===== config.mk =====
export PLATFORM = sky130hd
export DESIGN_NAME = pidw_csr
export DESIGN_NICKNAME = d
export VERILOG_FILES = /design/src/sv/pidw_pkg.sv /design/src/sv/pidw_csr.sv
export SDC_FILE = /design/constraint.sdc
export NUM_CORES = 1
export LEC_CHECK = 0
export BUFFER_PORTS_ARGS = -buffer_cell sky130_fd_sc_hd__buf_2
export CORE_ASPECT_RATIO = 1.4
export CORE_MARGIN = 4
export CORE_UTILIZATION = 45
export DETAILED_ROUTE_END_ITERATION = 7
export GPL_TIMING_DRIVEN = 0
export PLACE_DENSITY = 0.83
export SETUP_SLACK_MARGIN = 0.15
export SLEW_MARGIN = 20
export SYNTH_ARGS = -nofsm -noshare
export SYNTH_HDL_FRONTEND = slang
export SYNTH_SLANG_ARGS = --single-unit

===== constraint.sdc =====
create_clock -name clock -period 1.45 [get_ports clock]
set_input_delay 0.29 -clock clock [delete_from_list [all_inputs] [get_ports clock]]
set_output_delay 0.29 -clock clock [all_outputs]
set_load 0.03 [all_outputs]

===== src/sv/pidw_pkg.sv =====
`timescale 1ns / 1ps
// ----------------------------------------------------------------------------
// pidw_pkg
// Types, constants and Q16.16 arithmetic helpers of the dead band PID block.
// ----------------------------------------------------------------------------
package pidw_pkg;

   // Derivative filter factor, unsigned Q0.16.
   localparam logic [15:0] DERIV_FILTER_Q16 = 16'd0;
   // Decay factor 0.99 as unsigned Q16.16.
   localparam logic [31:0] DECAY_Q16        = 32'd64881;
   localparam logic [31:0] ONE_Q16          = 32'd65536;
   localparam logic [31:0] FILT_NEW_Q16     = ONE_Q16 - {16'd0, DERIV_FILTER_Q16};
   localparam logic [31:0] FILT_OLD_Q16     = {16'd0, DERIV_FILTER_Q16};

   localparam logic [31:0] RST_OUTPUT_LIMIT   = 32'd2147352576;
   localparam logic [31:0] RST_INTEGRAL_BAND  = 32'd2147483647;
   localparam logic [31:0] RST_INTEGRAL_LIMIT = 32'd2147352576;

   typedef enum logic {
      OP_COMPUTE = 1'b0,
      OP_CLEAR   = 1'b1
   } op_type;

   typedef enum logic [2:0] {
      CSR_GAIN_P         = 3'd0,
      CSR_GAIN_I         = 3'd1,
      CSR_GAIN_D         = 3'd2,
      CSR_OUTPUT_LIMIT   = 3'd3,
      CSR_DEAD_ZONE      = 3'd4,
      CSR_INTEGRAL_BAND  = 3'd5,
      CSR_INTEGRAL_LIMIT = 3'd6,
      CSR_WRAP_RANGE     = 3'd7
   } csr_idx_type;

   typedef struct packed {
      op_type             operation;
      logic signed [31:0] target;
      logic signed [31:0] measured;
   } req_type;

   typedef struct packed {
      logic signed [31:0] drive;
      logic signed [31:0] wrapped_error;
      logic               in_dead_band;
   } rsp_type;

   typedef struct packed {
      logic [31:0] gain_p;
      logic [31:0] gain_i;
      logic [31:0] gain_d;
      logic [30:0] output_limit;
      logic [30:0] dead_zone;
      logic [30:0] integral_band;
      logic [30:0] integral_limit;
      logic [30:0] wrap_range;
   } cfg_type;

   // Error stage result.
   typedef struct packed {
      op_type             operation;
      logic signed [31:0] err;
      logic signed [31:0] diff;
      logic               in_dead_band;
      logic               in_int_band;
   } err_type;

   // Gain stage result.
   typedef struct packed {
      op_type             operation;
      logic signed [31:0] err;
      logic               in_dead_band;
      logic               in_int_band;
      logic signed [31:0] prop;
      logic signed [31:0] integ_inc;
      logic signed [31:0] deriv_raw;
   } gain_type;

   function automatic logic signed [35:0] sext36(input logic signed [31:0] v);
      return {{4{v[31]}}, v};
   endfunction

   function automatic logic signed [31:0] sat32(input logic signed [35:0] v);
      if (v[35] && !(&v[34:31])) begin
         return 32'sh8000_0000;
      end else if (!v[35] && (|v[34:31])) begin
         return 32'sh7fff_ffff;
      end
      return v[31:0];
   endfunction

   // Q16.16 product, rounded to nearest with ties upward, saturated to 32 bits.
   function automatic logic signed [31:0] mul_q16(input logic signed [31:0] a,
                                                  input logic [31:0]        b);
      logic signed [64:0] prod;
      logic signed [65:0] rnd;
      logic signed [49:0] q;
      prod = a * $signed({1'b0, b});
      rnd  = {prod[64], prod} + 66'sd32768;
      q    = rnd[65:16];
      if (q[49] && !(&q[48:31])) begin
         return 32'sh8000_0000;
      end else if (!q[49] && (|q[48:31])) begin
         return 32'sh7fff_ffff;
      end
      return q[31:0];
   endfunction

   function automatic logic signed [31:0] clamp_sym(input logic signed [35:0] v,
                                                    input logic [30:0]        lim);
      logic signed [35:0] hi;
      logic signed [35:0] lo;
      hi = $signed({5'd0, lim});
      lo = -hi;
      if (v > hi) begin
         return hi[31:0];
      end else if (v < lo) begin
         return lo[31:0];
      end
      return v[31:0];
   endfunction

endpackage


===== src/sv/pidw_csr.sv =====
`timescale 1ns / 1ps
// ----------------------------------------------------------------------------
// pidw_csr
// Configuration register file, written one register per beat.
// ----------------------------------------------------------------------------
module pidw_csr (
   input  logic                  clock,
   input  logic                  reset,
   input  logic                  csr_valid,
   input  logic [2:0]            csr_index,
   input  logic [31:0]           csr_data,
   output pidw_pkg::cfg_type     cfg
);

   pidw_pkg::cfg_type cfg_ff;
   pidw_pkg::cfg_type cfg_in;

   always_comb begin
      cfg_in = cfg_ff;
      if (csr_valid) begin
         unique case (pidw_pkg::csr_idx_type'(csr_index))
            pidw_pkg::CSR_GAIN_P:         cfg_in.gain_p         = csr_data;
            pidw_pkg::CSR_GAIN_I:         cfg_in.gain_i         = csr_data;
            pidw_pkg::CSR_GAIN_D:         cfg_in.gain_d         = csr_data;
            pidw_pkg::CSR_OUTPUT_LIMIT:   cfg_in.output_limit   = csr_data[30:0];
            pidw_pkg::CSR_DEAD_ZONE:      cfg_in.dead_zone      = csr_data[30:0];
            pidw_pkg::CSR_INTEGRAL_BAND:  cfg_in.integral_band  = csr_data[30:0];
            pidw_pkg::CSR_INTEGRAL_LIMIT: cfg_in.integral_limit = csr_data[30:0];
            pidw_pkg::CSR_WRAP_RANGE:     cfg_in.wrap_range     = csr_data[30:0];
            default:                      cfg_in                = cfg_ff;
         endcase
      end
   end

   always_ff @(posedge clock) begin
      if (reset) begin
         cfg_ff.gain_p         <= '0;
         cfg_ff.gain_i         <= '0;
         cfg_ff.gain_d         <= '0;
         cfg_ff.output_limit   <= pidw_pkg::RST_OUTPUT_LIMIT[30:0];
         cfg_ff.dead_zone      <= '0;
         cfg_ff.integral_band  <= pidw_pkg::RST_INTEGRAL_BAND[30:0];
         cfg_ff.integral_limit <= pidw_pkg::RST_INTEGRAL_LIMIT[30:0];
         cfg_ff.wrap_range     <= '0;
      end else begin
         cfg_ff <= cfg_in;
      end
   end

   assign cfg = cfg_ff;

endmodule


==> flow_summary.rst <==
.. list-table::
   :header-rows: 1

   * - Metric
     - Value
   * - Sequential share of the synthesized area
     - 0.518
   * - Max FFs per register
     - 251
   * - Chip width
     - 132 µm
   * - Critical path launch point type
     - input pin
   * - Required time at the worst-slack endpoint
     - 1.86 ns
   * - Top-level I/O count
     - 289
   * - Mean instance size in the synthesized netlist
     - 10.9 µm²
   * - Leakage component of the power
     - 7.23 nW
   * - Outcome
     - finished clean
   * - Reported max-cap violation count
     - 0
   * - Clk_lat worst skew
     - 0.51 ns
   * - Sequential Area
     - 5340 µm²
   * - Setup tns final
     - 0 ns
   * - GP Congestion
     - 0.812
   * - Wire length of the first global-routing pass
     - 50100 µm
   * - Die height
     - 182 µm
   * - Area leader, netlist
     - dfxtp_1
   * - Maximum frequency from static timing analysis
     - 734 MHz
   * - Worst-Margin Slew
     - 0.640 ns
   * - Final clock period utilization by the worst path
     - 0.940
   * - Critical Path Fanout Max
     - 10
   * - Number of clock sinks
     - 251
   * - Flip-flop and latch count after synthesis
     - 251
   * - Synth cell types
     - 17
   * - Cell at the root of the clock tree
     - clkbuf_16
   * - Total congestion overflow after global routing
     - 0
   * - Total power density per cell area
     - 1030 nW/µm²
   * - Number of antenna violations at the first check in global routing
     - 4
   * - Synth warnings
     - 0
   * - Clock tree from TritonCTS
     - built
   * - Port Buf Inserts
     - 283
   * - Detail-routed net length per standard cell
     - 22.9 µm
   * - Total Power
     - 15.2 mW
   * - Share of the synthesized area in the top cell type
     - 0.518
   * - Site row count
     - 63
   * - Antenna-violating nets left
     - 0
   * - Final setup margin
     - 0.0868 ns
   * - Area taken by multi-input logic gates
     - 4350 µm²
   * - Maximum level of the CTS H-tree
     - 1
   * - Post-route minimum period
     - 1.36 ns
   * - Layout overhead on the synthesized area
     - 53.1%
   * - Max-slew headroom
     - 0.573
   * - Endpoint kind of the worst setup timing path
     - flip-flop
   * - Worst Clk Skew
     - 0 ns
   * - Most used cells in the layout excluding fill and tap cells
     - buf_6 (254), mux2i_1 (251), dfxtp_2 (250)
   * - Number of hold violations in the final report
     - 0
   * - Detailed Route WL
     - 36000 µm
   * - Via count
     - 8358
   * - Starting Density
     - 0.458
   * - Initial drt markers
     - 354
   * - Mapped cell area
     - 9700 µm²
   * - Total Nets Final
     - 1331
   * - Kind of critical path
     - in -> reg
   * - Number of nets in the synthesized netlist
     - 932
   * - RSZ-0062 raised after global routing
     - true
   * - Most common cell after layout, fill and taps aside
     - buf_6
   * - Fillers
     - 1334
   * - Bufs on Longest Clock Path
     - 3
   * - Number of buffers inserted for hold repair after clock tree synthesis
     - 0
   * - Number of remaining DRC errors
     - 0
   * - Setup violation total in the final timing report
     - 0
   * - Die Area
     - 24000 µm²
   * - Clock-pin transition on the worst setup and hold timing paths
     - 0.07 ns
   * - Half-perimeter wire length after detailed placement
     - 21900 µm
   * - Routed via count divided by cell count
     - 5.32
   * - Synthesized instance count
     - 894
   * - Hold crit path type
     - in -> reg
   * - Count of pins over their slew limit
     - 0
   * - Synth top area cells
     - dfxtp_1 (52%), mux2i_1 (26%), nand2b_1 (14%)
   * - Pre-antenna DRT Iters
     - 4
   * - Post-Place Worst Slack
     - -0.513 ns
   * - Layout cell share with drive strength beyond 1
     - 0.540
   * - Total non-filler cell area in the finished layout
     - 14900 µm²
   * - Cts bufs inserted
     - 24
   * - Worst voltage drop across the vdd grid
     - 0.959 mV
   * - CORE AREA
     - 21200 µm²
   * - Instance area at placement
     - 11500 µm²
   * - Critical path data arrival time
     - 1.77 ns
   * - Maximum number of pins on one net before global-route repair
     - 16
   * - GRT Total Usage
     - 0.266
   * - Vias in the first global route
     - 8594
## final cells by class
type / count / share of cell area
Sequential cell: 251 / 0.360
Multi-Input combinational cell: 575 / 0.293
Timing Repair Buffer: 373 / 0.247
Clock buffer: 34 / 0.0484
Buffer: 68 / 0.0248
Tap cell: 260 / 0.0219
Clock inverter: 9 / 0.00539
Antenna cell: 2 / 0.000337
## critical path, cell delays in order
cell      delay [ns]
buf_2           0.16
buf_2           0.31
clkbuf_2        0.31
buf_2           0.35
nor2_1          0.10
mux2i_1         0.24
## cells in the mapped netlist
library cell and n:
dfxtp_1 251, mux2i_1 251, nand2b_1 224, nor2_1 90, clkbuf_1 35, buf_2 27
nand4bb_1 3, buf_4 2, buf_6 2, nand4b_1 2, and4b_1 1, buf_1 1
buf_12 1, nand4_1 1, nor4b_1 1, nor4bb_1 1, or4b_4 1
## power by group
group          internal, mW  total [mW]  switching, mW
combinational         0.683        1.63          0.943
sequential             7.07        7.20          0.126
clock                  3.65        6.40           2.75
## layer usage
layer | vias to the layer above | global-route usage | share of wire
li1 | 3743 | - | -
met3 | 124 | 0.0626 | 0.062
met1 | 4129 | 0.277 | 0.35
met4 | 4 | 0.127 | 0.061
met5 | - | 0 | 0.00058
met2 | 358 | 0.498 | 0.53
## logic make-up (layout without fill, tap and decap cells)
logic type,after synthesis,in the layout,synth area share
flops,251,251,0.518
mux,251,251,0.259
other cells,0,2,0
buf+inv,68,484,0.0338
simple gates,324,324,0.190
## final timing paths
check / end / startpoint / depth (start not counted) / slack (ns)
setup / recovery: cfg[69] / reset / 6 / 0.09
hold / removal: cfg[74] / csr_data[12] / 3 / 0.06
setup reg to reg: cfg[121] / cfg[121] / 3 / 0.59
hold reg to reg: cfg[105] / cfg[105] / 2 / 0.48
## stage by stage
step                hold slack (ns)  utilization  std cells
global route                 0.0505        0.701       1572
floorplan                     0.457            -        894
CTS                          0.0439        0.670       1487
detailed placement            0.461        0.541       1437
finish                       0.0597        0.701       1572
global placement              0.456        0.541       1437
## what timing repair did
item / CTS / global route
setup endpoints to repair: 325 / 272
gates resized for setup: 748 / 19
buffers inserted: 7 / 83
(Power assumes the default switching activity.)
