===== config.mk =====
export PLATFORM = sky130hd
export DESIGN_NAME = pidw_err
export DESIGN_NICKNAME = d
export VERILOG_FILES = /design/src/sv/pidw_pkg.sv /design/src/sv/pidw_err.sv
export SDC_FILE = /design/constraint.sdc
export NUM_CORES = 1
export LEC_CHECK = 0
export BUFFER_PORTS_ARGS = -buffer_cell sky130_fd_sc_hd__buf_2
export CAP_MARGIN = 5
export CORE_MARGIN = 1.5
export CORE_UTILIZATION = 60
export CTS_CLUSTER_DIAMETER = 80
export DETAILED_ROUTE_END_ITERATION = 8
export GPL_ROUTABILITY_DRIVEN = 1
export HOLD_SLACK_MARGIN = 0.15
export PLACE_DENSITY = 0.89
export SLEW_MARGIN = 20
export SYNTH_ARGS = -nofsm -noshare
export SYNTH_HDL_FRONTEND = slang
export SYNTH_SLANG_ARGS = --single-unit
export TNS_END_PERCENT = 10

===== constraint.sdc =====
create_clock -name clock -period 22.4 [get_ports clock]
set_input_delay 3.36 -clock clock [delete_from_list [all_inputs] [get_ports clock]]
set_output_delay 3.36 -clock clock [all_outputs]
set_load 0.005 [all_outputs]

===== src/sv/pidw_pkg.sv =====
`timescale 1ns / 1ps
// ----------------------------------------------------------------------------
// pidw_pkg
// Types, constants and Q16.16 arithmetic helpers of the dead band PID block.
// ----------------------------------------------------------------------------
package pidw_pkg;

   // Derivative filter factor, unsigned Q0.16.
   localparam logic [15:0] DERIV_FILTER_Q16 = 16'd0;
   // Decay factor 0.99 as unsigned Q16.16.
   localparam logic [31:0] DECAY_Q16        = 32'd64881;
   localparam logic [31:0] ONE_Q16          = 32'd65536;
   localparam logic [31:0] FILT_NEW_Q16     = ONE_Q16 - {16'd0, DERIV_FILTER_Q16};
   localparam logic [31:0] FILT_OLD_Q16     = {16'd0, DERIV_FILTER_Q16};

   localparam logic [31:0] RST_OUTPUT_LIMIT   = 32'd2147352576;
   localparam logic [31:0] RST_INTEGRAL_BAND  = 32'd2147483647;
   localparam logic [31:0] RST_INTEGRAL_LIMIT = 32'd2147352576;

   typedef enum logic {
      OP_COMPUTE = 1'b0,
      OP_CLEAR   = 1'b1
   } op_type;

   typedef enum logic [2:0] {
      CSR_GAIN_P         = 3'd0,
      CSR_GAIN_I         = 3'd1,
      CSR_GAIN_D         = 3'd2,
      CSR_OUTPUT_LIMIT   = 3'd3,
      CSR_DEAD_ZONE      = 3'd4,
      CSR_INTEGRAL_BAND  = 3'd5,
      CSR_INTEGRAL_LIMIT = 3'd6,
      CSR_WRAP_RANGE     = 3'd7
   } csr_idx_type;

   typedef struct packed {
      op_type             operation;
      logic signed [31:0] target;
      logic signed [31:0] measured;
   } req_type;

   typedef struct packed {
      logic signed [31:0] drive;
      logic signed [31:0] wrapped_error;
      logic               in_dead_band;
   } rsp_type;

   typedef struct packed {
      logic [31:0] gain_p;
      logic [31:0] gain_i;
      logic [31:0] gain_d;
      logic [30:0] output_limit;
      logic [30:0] dead_zone;
      logic [30:0] integral_band;
      logic [30:0] integral_limit;
      logic [30:0] wrap_range;
   } cfg_type;

   // Error stage result.
   typedef struct packed {
      op_type             operation;
      logic signed [31:0] err;
      logic signed [31:0] diff;
      logic               in_dead_band;
      logic               in_int_band;
   } err_type;

   // Gain stage result.
   typedef struct packed {
      op_type             operation;
      logic signed [31:0] err;
      logic               in_dead_band;
      logic               in_int_band;
      logic signed [31:0] prop;
      logic signed [31:0] integ_inc;
      logic signed [31:0] deriv_raw;
   } gain_type;

   function automatic logic signed [35:0] sext36(input logic signed [31:0] v);
      return {{4{v[31]}}, v};
   endfunction

   function automatic logic signed [31:0] sat32(input logic signed [35:0] v);
      if (v[35] && !(&v[34:31])) begin
         return 32'sh8000_0000;
      end else if (!v[35] && (|v[34:31])) begin
         return 32'sh7fff_ffff;
      end
      return v[31:0];
   endfunction

   // Q16.16 product, rounded to nearest with ties upward, saturated to 32 bits.
   function automatic logic signed [31:0] mul_q16(input logic signed [31:0] a,
                                                  input logic [31:0]        b);
      logic signed [64:0] prod;
      logic signed [65:0] rnd;
      logic signed [49:0] q;
      prod = a * $signed({1'b0, b});
      rnd  = {prod[64], prod} + 66'sd32768;
      q    = rnd[65:16];
      if (q[49] && !(&q[48:31])) begin
         return 32'sh8000_0000;
      end else if (!q[49] && (|q[48:31])) begin
         return 32'sh7fff_ffff;
      end
      return q[31:0];
   endfunction

   function automatic logic signed [31:0] clamp_sym(input logic signed [35:0] v,
                                                    input logic [30:0]        lim);
      logic signed [35:0] hi;
      logic signed [35:0] lo;
      hi = $signed({5'd0, lim});
      lo = -hi;
      if (v > hi) begin
         return hi[31:0];
      end else if (v < lo) begin
         return lo[31:0];
      end
      return v[31:0];
   endfunction

endpackage


===== src/sv/pidw_err.sv =====
`timescale 1ns / 1ps
// ----------------------------------------------------------------------------
// pidw_err
// Error stage: saturated error, angle wrap, band tests and error difference.
// ----------------------------------------------------------------------------
module pidw_err (
   input  logic                  clock,
   input  logic                  reset,
   input  logic                  adv,
   input  pidw_pkg::req_type     req,
   input  pidw_pkg::cfg_type     cfg,
   output pidw_pkg::err_type     err_out
);

   pidw_pkg::err_type  err_ff;
   pidw_pkg::err_type  err_in;
   logic signed [31:0] prev_err_ff;
   logic signed [31:0] prev_err_in;

   logic signed [32:0] raw;
   logic signed [31:0] err_sat;
   logic signed [33:0] e34;
   logic signed [33:0] half34;
   logic signed [33:0] range34;
   logic signed [33:0] wrapped;
   logic signed [31:0] e;
   logic [32:0]        mag;

   always_comb begin
      raw     = $signed({req.target[31], req.target}) -
                $signed({req.measured[31], req.measured});
      err_sat = pidw_pkg::sat32({{3{raw[32]}}, raw});
      e34     = {{2{err_sat[31]}}, err_sat};
      half34  = $signed({4'd0, cfg.wrap_range[30:1]});
      range34 = $signed({3'd0, cfg.wrap_range});
      wrapped = e34;
      // A single correction by the full range, only when wrapping is enabled.
      if (cfg.wrap_range != '0) begin
         if (e34 > half34) begin
            wrapped = e34 - range34;
         end else if (e34 < -half34) begin
            wrapped = e34 + range34;
         end
      end
      e   = pidw_pkg::sat32({{2{wrapped[33]}}, wrapped});
      mag = e[31] ? (33'd0 - {1'b1, e}) : {1'b0, e};

      err_in.operation    = req.operation;
      err_in.err          = e;
      err_in.diff         = pidw_pkg::sat32(pidw_pkg::sext36(e) -
                                            pidw_pkg::sext36(prev_err_ff));
      err_in.in_dead_band = (mag <= {2'd0, cfg.dead_zone});
      err_in.in_int_band  = (mag <= {2'd0, cfg.integral_band});

      prev_err_in = prev_err_ff;
      if (adv && (req.operation == pidw_pkg::OP_COMPUTE)) begin
         prev_err_in = e;
      end
   end

   always_ff @(posedge clock) begin
      if (reset) begin
         prev_err_ff <= '0;
      end else begin
         prev_err_ff <= prev_err_in;
      end
   end

   always_ff @(posedge clock) begin
      if (adv) begin
         err_ff <= err_in;
      end
   end

   assign err_out = err_ff;

endmodule


==> metrics.yaml <==
global_routing:
  antenna_found_initial: 0
  grt-ovfl-total: 0
  grtUsageMet1_pct: 46.59
  grt_busiest_layer: "met2"
  grt_use_met2_pct: 63.38
  grt_usage_pct: 37.79
  grt_max_degree: 70
  grt_pass1_vias: 15460
  grt_pass1_wl_um: 79530
  use_met3_pct: 6.519
synth:
  synthTopCellsByArea: "ha_1, edfxtp_1, inv_1"
  ys_ff_latch: 99
  yosysWarnings: 0
  async_flop_share_pct: 0
  syn_nets: 2571
  synth_edf_count: 67
  syn_area_sq_mm: 0.01534
  yosysSeqAreaShare_pct: 17.30
  synth_area_per_cell_sq_um: 7.699
  yosysUniqueCellTypes: 85
  yosys.area.top_type: "ha_1"
  synth_top_area_share_pct: 20.89
  synth_cells: 1992
  ys.flop_type: "edfxtp_1"
floorplanning:
  die_h_um: 162.9
  core-area_sq_mm: 0.02511
  io_pins: 386
  std_cell_rows: 58
  die_area_sq_mm: 0.02653
  start_util_pct: 61.08
  die_x_um: 162.9
sta:
  min_period_ns: 19.52
  setup_ws_ns: 2.876
  tightest_slew_ns: 1.049
  period_share_pct: 87.16
  rsz0062_at_grt: "false"
  fin_worst_skew_ns: 0.01220
  holdWs_ns: 0.4596
  setup_violations: 0
  hold_violations: 0
  clock.fmax_ghz: 0.05122
  setup_tns_ns: 0
  slew-limit-headroom_pct: 29.32
  maxSlewViolCount: 0
setup_path:
  setup.worst_path.end_class: "flop"
  cp.buffers_inverters: 13
  rrSetupSlack_ns: 16.44
  cp_num_cells: 56
  cp_max_fo: 35
  critical_path_class: "in2reg"
  cp.required_ns: 22.60
  r2r_end: "err_out[20]"
  critical-path-max-stage-delay_ns: 0.80
  endpoint: "err_out[20]"
  crit_family: "compound AO/OA/AOI/OAI gates"
  crit_path_start_kind: "primary input"
  cp_common_cell: "inv_1"
  worstSetupStartpoint: "req[32]"
  critical_path_arrival_ns: 19.73
  rr_worst_depth: 22
  slowest_stage: "a221oi_1"
  worstReg2RegStart: "prev_err_ff[1]"
finish:
  post_route_cells_drive_above_1_share_pct: 14.77
  nFillCells: 2100
  fin_nets: 2781
  antennaDiodeCount: 0
  layout_common_cells: "ha_1, inv_1, buf_2"
  area_growth_pct: 12.41
  multi_input_area_sq_mm: 0.01152
  final_common_cell: "ha_1"
  fin_cells: 2537
  seq_area_sq_mm: 0.002653
clock_network:
  cts_setup_buffers: 0
  cts_hold_buf: 0
  clock_path_buffers: 2
  cts_max_level: 3
  numCtsBuffers: 9
  clock-root-buffer: "clkbuf_16"
  cts.sinks: 99
  cts_tree: "yes"
  clk_pin_slew_ns: 0.07
  cts_resized: 0
  clk_latency_ns: 0.36
route:
  drtPass1Iterations: 8
  first_iter_violations: 1490
  viasPerCell: 6.367
  wl_um: 50960
  wl_per_cell_um: 20.09
  vias: 16150
  drc: 0
  ant_nets: 0
place:
  place_congestion: 0.9935
  pre_cts_ws_ns: 3.219
  port_buffers: 227
  hpwl_um: 41190
  dp.cells: 2521
min_path:
  hp-class: "reg2reg"
run:
  maxCapViolCount: 0
run_status:
  status: "completed"
[layout make-up]
cell class                 count  share of cell area [%]
clock inverter                 7                  0.5661
multi-input combinational   1586                   66.85
sequential                    99                   15.39
tap                          330                   2.395
clock buffer                   9                   1.306
timing repair buffer         265                   8.245
inverter                     241                   5.248
[worst reg2reg max path: stages (launching register included)]
cell and delay (ns):
dfxtp_1 0.39, inv_1 0.06, ha_1 0.28, nor2b_1 0.13, o21ai_0 0.21, a21boi_0 0.16
o21ai_0 0.34, a211oi_1 0.21, o31a_1 0.36, o31a_1 0.30, o311ai_0 0.29, nand2_1 0.13
o41ai_1 0.50, o21bai_1 0.11, a21o_1 0.22, a21o_1 0.18, a21oi_1 0.18, xor2_1 0.16
ha_1 0.24, buf_4 0.25, nor2_1 0.55, buf_4 0.35, a21o_1 0.18
[worst min-delay path by stage]
stage / start / end / slack, ns / depth (start not counted)
6_report: prev_err_ff[14] / prev_err_ff[14] / 0.46 / 2
3_3_place_gp: prev_err_ff[9] / prev_err_ff[9] / 0.44 / 2
3_5_place_dp: prev_err_ff[11] / prev_err_ff[11] / 0.45 / 2
5_1_grt: prev_err_ff[13] / prev_err_ff[13] / 0.47 / 2
2_1_floorplan: prev_err_ff[11] / prev_err_ff[11] / 0.44 / 2
4_1_cts: prev_err_ff[11] / prev_err_ff[11] / 0.46 / 2
[metrics by stage]
stage	cell area [sq um]	utilization [%]
2_1_floorplan	15340	-
3_3_place_gp	16910	67.33
3_5_place_dp	16910	67.34
4_1_cts	17230	68.62
5_1_grt	17240	68.66
6_report	17240	68.66
[cell families after synthesis]
group | after synthesis | synth area share, %
AO/OA/AOI/OAI | 615 | 26.71
AND/OR/NAND/NOR | 569 | 18.77
buffers and inverters | 307 | 7.694
adder cells (fa/ha/maj) | 260 | 21.41
XOR/XNOR | 141 | 8.053
flip-flops | 99 | 17.30
multiplexers | 1 | 0.06527
[flip-flops by register name, summed over array words and instances, names as in the netlist]
register	cells
err_out	67
prev_err_ff	32
[synth_stat cells (all sizes together), types with 12 or more instances]
cell	instances
o21a	17
xnor2	97
nor4	25
a211oi	32
nand3	52
buf	17
and3	14
a31oi	30
nand2b	26
o21ai	118
xor2	44
inv	241
o21bai	21
nor2	149
o31ai	12
nand4	33
a21o	72
or3	25
clkbuf	49
nor2b	36
o211ai	18
edfxtp	67
ha	256
dfxtp	32
nor3	42
nand2	128
a21oi	172
[routing by layer]
| metal | vias up | share of wire [%] |
|---|---|---|
| met2 | 913 | 45 |
| met3 | 209 | 9.4 |
| met5 | - | 0 |
| met4 | 0 | 5.6 |
| li1 | 7666 | - |
| met1 | 7366 | 40 |
Power is left out: the tool's default activity adds up to more than one toggle a clock period on the data nets, which glitch-free logic cannot reach.
