$ cat config.mk
export PLATFORM = sky130hd
export DESIGN_NAME = pidw_state
export DESIGN_NICKNAME = d
export VERILOG_FILES = /design/src/sv/pidw_pkg.sv /design/src/sv/pidw_state.sv
export SDC_FILE = /design/constraint.sdc
export NUM_CORES = 2
export LEC_CHECK = 0
export ABC_CLOCK_PERIOD_IN_PS = 24300
export BUFFER_PORTS_ARGS = -buffer_cell sky130_fd_sc_hd__buf_2
export CORE_AREA = 2 2 283 285
export DETAILED_ROUTE_END_ITERATION = 10
export DIE_AREA = 0 0 285 287
export GPL_ROUTABILITY_DRIVEN = 0
export GPL_TIMING_DRIVEN = 0
export PLACE_DENSITY = 0.75
export RECOVER_POWER = 25
export SYNTH_ARGS = -nofsm -noshare
export SYNTH_HDL_FRONTEND = slang
export SYNTH_SLANG_ARGS = --single-unit
$ cat constraint.sdc
create_clock -name clock -period 24.3 [get_ports clock]
set_clock_uncertainty 0.05 [all_clocks]
set_input_delay 4.86 -clock clock [delete_from_list [all_inputs] [get_ports clock]]
set_output_delay 4.86 -clock clock [all_outputs]
set_load 0.02 [all_outputs]
$ cat src/sv/pidw_pkg.sv
`timescale 1ns / 1ps
// ----------------------------------------------------------------------------
// pidw_pkg
// Types, constants and Q16.16 arithmetic helpers of the dead band PID block.
// ----------------------------------------------------------------------------
package pidw_pkg;

   // Derivative filter factor, unsigned Q0.16.
   localparam logic [15:0] DERIV_FILTER_Q16 = 16'd0;
   // Decay factor 0.99 as unsigned Q16.16.
   localparam logic [31:0] DECAY_Q16        = 32'd64881;
   localparam logic [31:0] ONE_Q16          = 32'd65536;
   localparam logic [31:0] FILT_NEW_Q16     = ONE_Q16 - {16'd0, DERIV_FILTER_Q16};
   localparam logic [31:0] FILT_OLD_Q16     = {16'd0, DERIV_FILTER_Q16};

   localparam logic [31:0] RST_OUTPUT_LIMIT   = 32'd2147352576;
   localparam logic [31:0] RST_INTEGRAL_BAND  = 32'd2147483647;
   localparam logic [31:0] RST_INTEGRAL_LIMIT = 32'd2147352576;

   typedef enum logic {
      OP_COMPUTE = 1'b0,
      OP_CLEAR   = 1'b1
   } op_type;

   typedef enum logic [2:0] {
      CSR_GAIN_P         = 3'd0,
      CSR_GAIN_I         = 3'd1,
      CSR_GAIN_D         = 3'd2,
      CSR_OUTPUT_LIMIT   = 3'd3,
      CSR_DEAD_ZONE      = 3'd4,
      CSR_INTEGRAL_BAND  = 3'd5,
      CSR_INTEGRAL_LIMIT = 3'd6,
      CSR_WRAP_RANGE     = 3'd7
   } csr_idx_type;

   typedef struct packed {
      op_type             operation;
      logic signed [31:0] target;
      logic signed [31:0] measured;
   } req_type;

   typedef struct packed {
      logic signed [31:0] drive;
      logic signed [31:0] wrapped_error;
      logic               in_dead_band;
   } rsp_type;

   typedef struct packed {
      logic [31:0] gain_p;
      logic [31:0] gain_i;
      logic [31:0] gain_d;
      logic [30:0] output_limit;
      logic [30:0] dead_zone;
      logic [30:0] integral_band;
      logic [30:0] integral_limit;
      logic [30:0] wrap_range;
   } cfg_type;

   // Error stage result.
   typedef struct packed {
      op_type             operation;
      logic signed [31:0] err;
      logic signed [31:0] diff;
      logic               in_dead_band;
      logic               in_int_band;
   } err_type;

   // Gain stage result.
   typedef struct packed {
      op_type             operation;
      logic signed [31:0] err;
      logic               in_dead_band;
      logic               in_int_band;
      logic signed [31:0] prop;
      logic signed [31:0] integ_inc;
      logic signed [31:0] deriv_raw;
   } gain_type;

   function automatic logic signed [35:0] sext36(input logic signed [31:0] v);
      return {{4{v[31]}}, v};
   endfunction

   function automatic logic signed [31:0] sat32(input logic signed [35:0] v);
      if (v[35] && !(&v[34:31])) begin
         return 32'sh8000_0000;
      end else if (!v[35] && (|v[34:31])) begin
         return 32'sh7fff_ffff;
      end
      return v[31:0];
   endfunction

   // Q16.16 product, rounded to nearest with ties upward, saturated to 32 bits.
   function automatic logic signed [31:0] mul_q16(input logic signed [31:0] a,
                                                  input logic [31:0]        b);
      logic signed [64:0] prod;
      logic signed [65:0] rnd;
      logic signed [49:0] q;
      prod = a * $signed({1'b0, b});
      rnd  = {prod[64], prod} + 66'sd32768;
      q    = rnd[65:16];
      if (q[49] && !(&q[48:31])) begin
         return 32'sh8000_0000;
      end else if (!q[49] && (|q[48:31])) begin
         return 32'sh7fff_ffff;
      end
      return q[31:0];
   endfunction

   function automatic logic signed [31:0] clamp_sym(input logic signed [35:0] v,
                                                    input logic [30:0]        lim);
      logic signed [35:0] hi;
      logic signed [35:0] lo;
      hi = $signed({5'd0, lim});
      lo = -hi;
      if (v > hi) begin
         return hi[31:0];
      end else if (v < lo) begin
         return lo[31:0];
      end
      return v[31:0];
   endfunction

endpackage

$ cat src/sv/pidw_state.sv
`timescale 1ns / 1ps
// ----------------------------------------------------------------------------
// pidw_state
// Controller state and result stage: decay, integration, derivative filter,
// output sum and clamps.
// ----------------------------------------------------------------------------
module pidw_state (
   input  logic                  clock,
   input  logic                  reset,
   input  logic                  adv,
   input  pidw_pkg::gain_type    gain_in,
   input  pidw_pkg::cfg_type     cfg,
   output pidw_pkg::rsp_type     rsp_out
);

   logic signed [31:0] integ_ff;
   logic signed [31:0] integ_in;
   logic signed [31:0] drive_ff;
   logic signed [31:0] drive_in;
   logic signed [31:0] deriv_ff;
   logic signed [31:0] deriv_in;
   pidw_pkg::rsp_type  rsp_ff;
   pidw_pkg::rsp_type  rsp_in;

   logic signed [31:0] integ_decay;
   logic signed [31:0] drive_decay;
   logic signed [35:0] integ_sum;
   logic signed [31:0] integ_new;
   logic signed [31:0] deriv_new;
   logic signed [35:0] out_sum;
   logic signed [31:0] drive_new;

   always_comb begin
      integ_decay = pidw_pkg::mul_q16(integ_ff, pidw_pkg::DECAY_Q16);
      drive_decay = pidw_pkg::mul_q16(drive_ff, pidw_pkg::DECAY_Q16);

      // Outside the integral band the integral leaks instead of integrating.
      if (gain_in.in_int_band) begin
         integ_sum = pidw_pkg::sext36(integ_ff) + pidw_pkg::sext36(gain_in.integ_inc);
      end else begin
         integ_sum = pidw_pkg::sext36(integ_decay);
      end
      integ_new = pidw_pkg::clamp_sym(integ_sum, cfg.integral_limit);

      deriv_new = pidw_pkg::sat32(
         pidw_pkg::sext36(pidw_pkg::mul_q16(gain_in.deriv_raw, pidw_pkg::FILT_NEW_Q16)) +
         pidw_pkg::sext36(pidw_pkg::mul_q16(deriv_ff, pidw_pkg::FILT_OLD_Q16)));

      out_sum   = pidw_pkg::sext36(gain_in.prop) + pidw_pkg::sext36(integ_new) +
                  pidw_pkg::sext36(deriv_new);
      drive_new = pidw_pkg::clamp_sym(out_sum, cfg.output_limit);

      integ_in = integ_ff;
      drive_in = drive_ff;
      deriv_in = deriv_ff;
      rsp_in   = rsp_ff;
      if (adv) begin
         if (gain_in.operation == pidw_pkg::OP_CLEAR) begin
            integ_in = '0;
            drive_in = '0;
            rsp_in   = '0;
         end else if (gain_in.in_dead_band) begin
            integ_in             = integ_decay;
            drive_in             = drive_decay;
            rsp_in.drive         = drive_decay;
            rsp_in.wrapped_error = gain_in.err;
            rsp_in.in_dead_band  = 1'b1;
         end else begin
            integ_in             = integ_new;
            drive_in             = drive_new;
            deriv_in             = deriv_new;
            rsp_in.drive         = drive_new;
            rsp_in.wrapped_error = gain_in.err;
            rsp_in.in_dead_band  = 1'b0;
         end
      end
   end

   always_ff @(posedge clock) begin
      if (reset) begin
         integ_ff <= '0;
         drive_ff <= '0;
         deriv_ff <= '0;
      end else begin
         integ_ff <= integ_in;
         drive_ff <= drive_in;
         deriv_ff <= deriv_in;
      end
   end

   always_ff @(posedge clock) begin
      rsp_ff <= rsp_in;
   end

   assign rsp_out = rsp_ff;

endmodule

==> reports/metrics.yaml <==
setup_path:
  cp-start-kind: "input port"
  startpoint: "gain_in[32]"
  r2r_cells: 55
  crit_slowest_cell: "o31ai_1"
  crit_path_max_incr_delay_ns: 0.77
  crit_path_end: "rsp_out[35]$_SDFFCE_PP0P_"
  r2r_start: "integ_ff[12]$_SDFFE_PP0P_"
  criticalPathCategory: "input port to flop"
  critPathMaxFanout: 10
  crit_top_cell: "o21ai_0"
  critPathCaptureType: "flop"
  reg2reg_slack_ns: 4.20
  required_ns: 24.46
  r2r-end: "rsp_out[35]$_SDFFCE_PP0P_"
  cp_data_arrival_time_ns: 20.57
finish:
  layout_common_cells: "inv_1 (1009), fa_1 (590), ha_1 (579), buf_2 (271), nand2_1 (256)"
  drive_above_1_share: 0.07767
  area_growth_pct: 8.080
  mostFrequentLayoutCell: "inv_1"
  nets: 6279
global_route:
  first_global_vias: 33950
  antenna_found_initial: 23
  grt_use_total: 0.3102
  grt_pass1_wl_mm: 194.0
  overflow: 0
  grt_max_degree: 67
synthesis:
  synth-seq-cells: 129
  syn_area_mm2: 0.03916
  synth-seq-area-share: 0.08256
  syn_inst: 4454
  synth_edf_count: 65
  avgSynthCellArea_um2: 8.792
  ys_types: 98
  yosys_warnings: 0
  synthFlopType: "edfxtp_1"
  async_flop_share: 0
  synth_fp_nets: 6008
floorplanning:
  die_x_um: 285
  ioPinCount: 450
  core_mm2: 0.07861
  start_util: 0.4981
  dieArea_mm2: 0.08180
  fp-row-count: 103
  die_y_um: 287
timing:
  maxSlewHeadroom: -1.692
  tightestPinTransition_ns: 4.038
  finalSetupViolCount: 0
  period_minus_slack_ns: 20.41
  rsz0062_at_grt: "no"
  hold_ws_ns: 0.6209
  setup_tns_ns: 0
  min_period_over_period: 0.8401
  final-hold-violation-count: 0
  maxSlewViolCount: 67
  fmax_ghz: 0.04898
route:
  wl_per_cell_um: 21.64
  wirelength_mm: 125.5
  route.detailed.drc: 0
  vias: 34340
  antenna_left: 0
  initialDrtViolationCount: 4023
  routed_via_density: 5.921
  drtPass1Iterations: 8
job:
  maxCapViolCount: 1
clock_tree:
  cts_tree: "yes"
  cts_buffers: 17
  hold_buffers: 0
  cts_buffer_depth: 2
  post-cts-setup-buffers: 0
  cts_resized: 0
  numClockSinks: 129
  clk_latency_ns: 0.49
  clk_pin_slew_ns: 0.06
  clock-root-buffer: "clkbuf_16"
  htree_levels: 4
outcome:
  failed_checks: "max-capacitance violations, max-slew violations"
  status: "finished, violations left"
place:
  dp_hpwl_mm: 108.3
  port_buffers: 252
min_path:
  hp-start: "drive_ff[3]$_SDFFE_PP0P_"
  min_path_type: "flop to flop"
## critical path, delay by kind of cell
kind,cells,cell delay [ns]
AO/OA/AOI/OAI,25,8.47
XOR/XNOR,1,0.24
adder cells (fa/ha/maj),6,2.27
buffers and inverters,7,2.73
multiplexers,1,0.26
AND/OR/NAND/NOR,5,1.66
## metal layers
metal / wire, µm / track usage / vias to the layer above
met5: 102 / 0 / -
met4: 5752 / 0.1281 / 18
met3: 16440 / 0.08659 / 328
met2: 49600 / 0.4335 / 2094
met1: 53590 / 0.4493 / 16430
li1: - / - / 15470
## Yosys cell counts, types with 64 or more instances
cell type	count	area [µm²]
a21o_1	85	638.1
clkbuf_1	83	311.6
o21ai_0	175	875.8
ha_1	579	7244
nor3_1	72	360.4
nand2_1	256	960.9
nor2_1	190	713.2
dfxtp_1	64	1281
fa_1	590	11810
inv_1	1009	3787
xnor2_1	127	1112
a21oi_1	254	1271
edfxtp_1	65	1952
## area by class of cell
class                   count  area [µm²]
inverters                1011        3795
flip-flops and latches    129        3236
diodes                     11       27.53
repair buffers            252        1260
clock buffers              19       442.9
multi-input cells        3204       31680
fillers                  7255       36290
clock inverters            13       112.6
plain buffers             110       460.4
well taps                1050        1314
## sequential cells by signal (all words and copies together) (netlist names)
signal    cells
rsp_out      65
drive_ff     32
integ_ff     32
## kinds of logic (layout without fill, tap and decap cells)
group           Yosys count  after routing  synth area share
flops                   129            129           0.08256
buf+inv                1121           1405            0.1087
simple gates            867            867            0.1096
mux                      33             33          0.008595
other cells               0             11                 0
compound gates          950            950            0.1626
fa+ha+maj              1169           1169            0.4866
xor+xnor                185            185           0.04138
## metrics by stage
stage | setup slack (ns) | utilization | instances | cell area [µm²]
2_1_floorplan | 8.972 | - | 4454 | 39160
3_3_place_gp | 4.560 | 0.5309 | 5756 | 41740
3_5_place_dp | 4.372 | 0.5310 | 5756 | 41740
4_1_cts | 4.824 | 0.5381 | 5788 | 42300
5_1_grt | 3.648 | 0.5383 | 5797 | 42320
6_report | 3.885 | 0.5384 | 5799 | 42320
## worst min path at each step
stage	end	slack [ns]	depth (start not counted)
floorplan	drive_ff[3]$_SDFFE_PP0P_	0.50	2
global placement	drive_ff[3]$_SDFFE_PP0P_	0.60	2
detailed placement	drive_ff[3]$_SDFFE_PP0P_	0.60	2
CTS	drive_ff[3]$_SDFFE_PP0P_	0.61	2
global route	drive_ff[3]$_SDFFE_PP0P_	0.65	2
finish	drive_ff[3]$_SDFFE_PP0P_	0.62	2
Power is not shown: default switching activity piles up to over one toggle a cycle in this logic, so the estimate is an artifact.
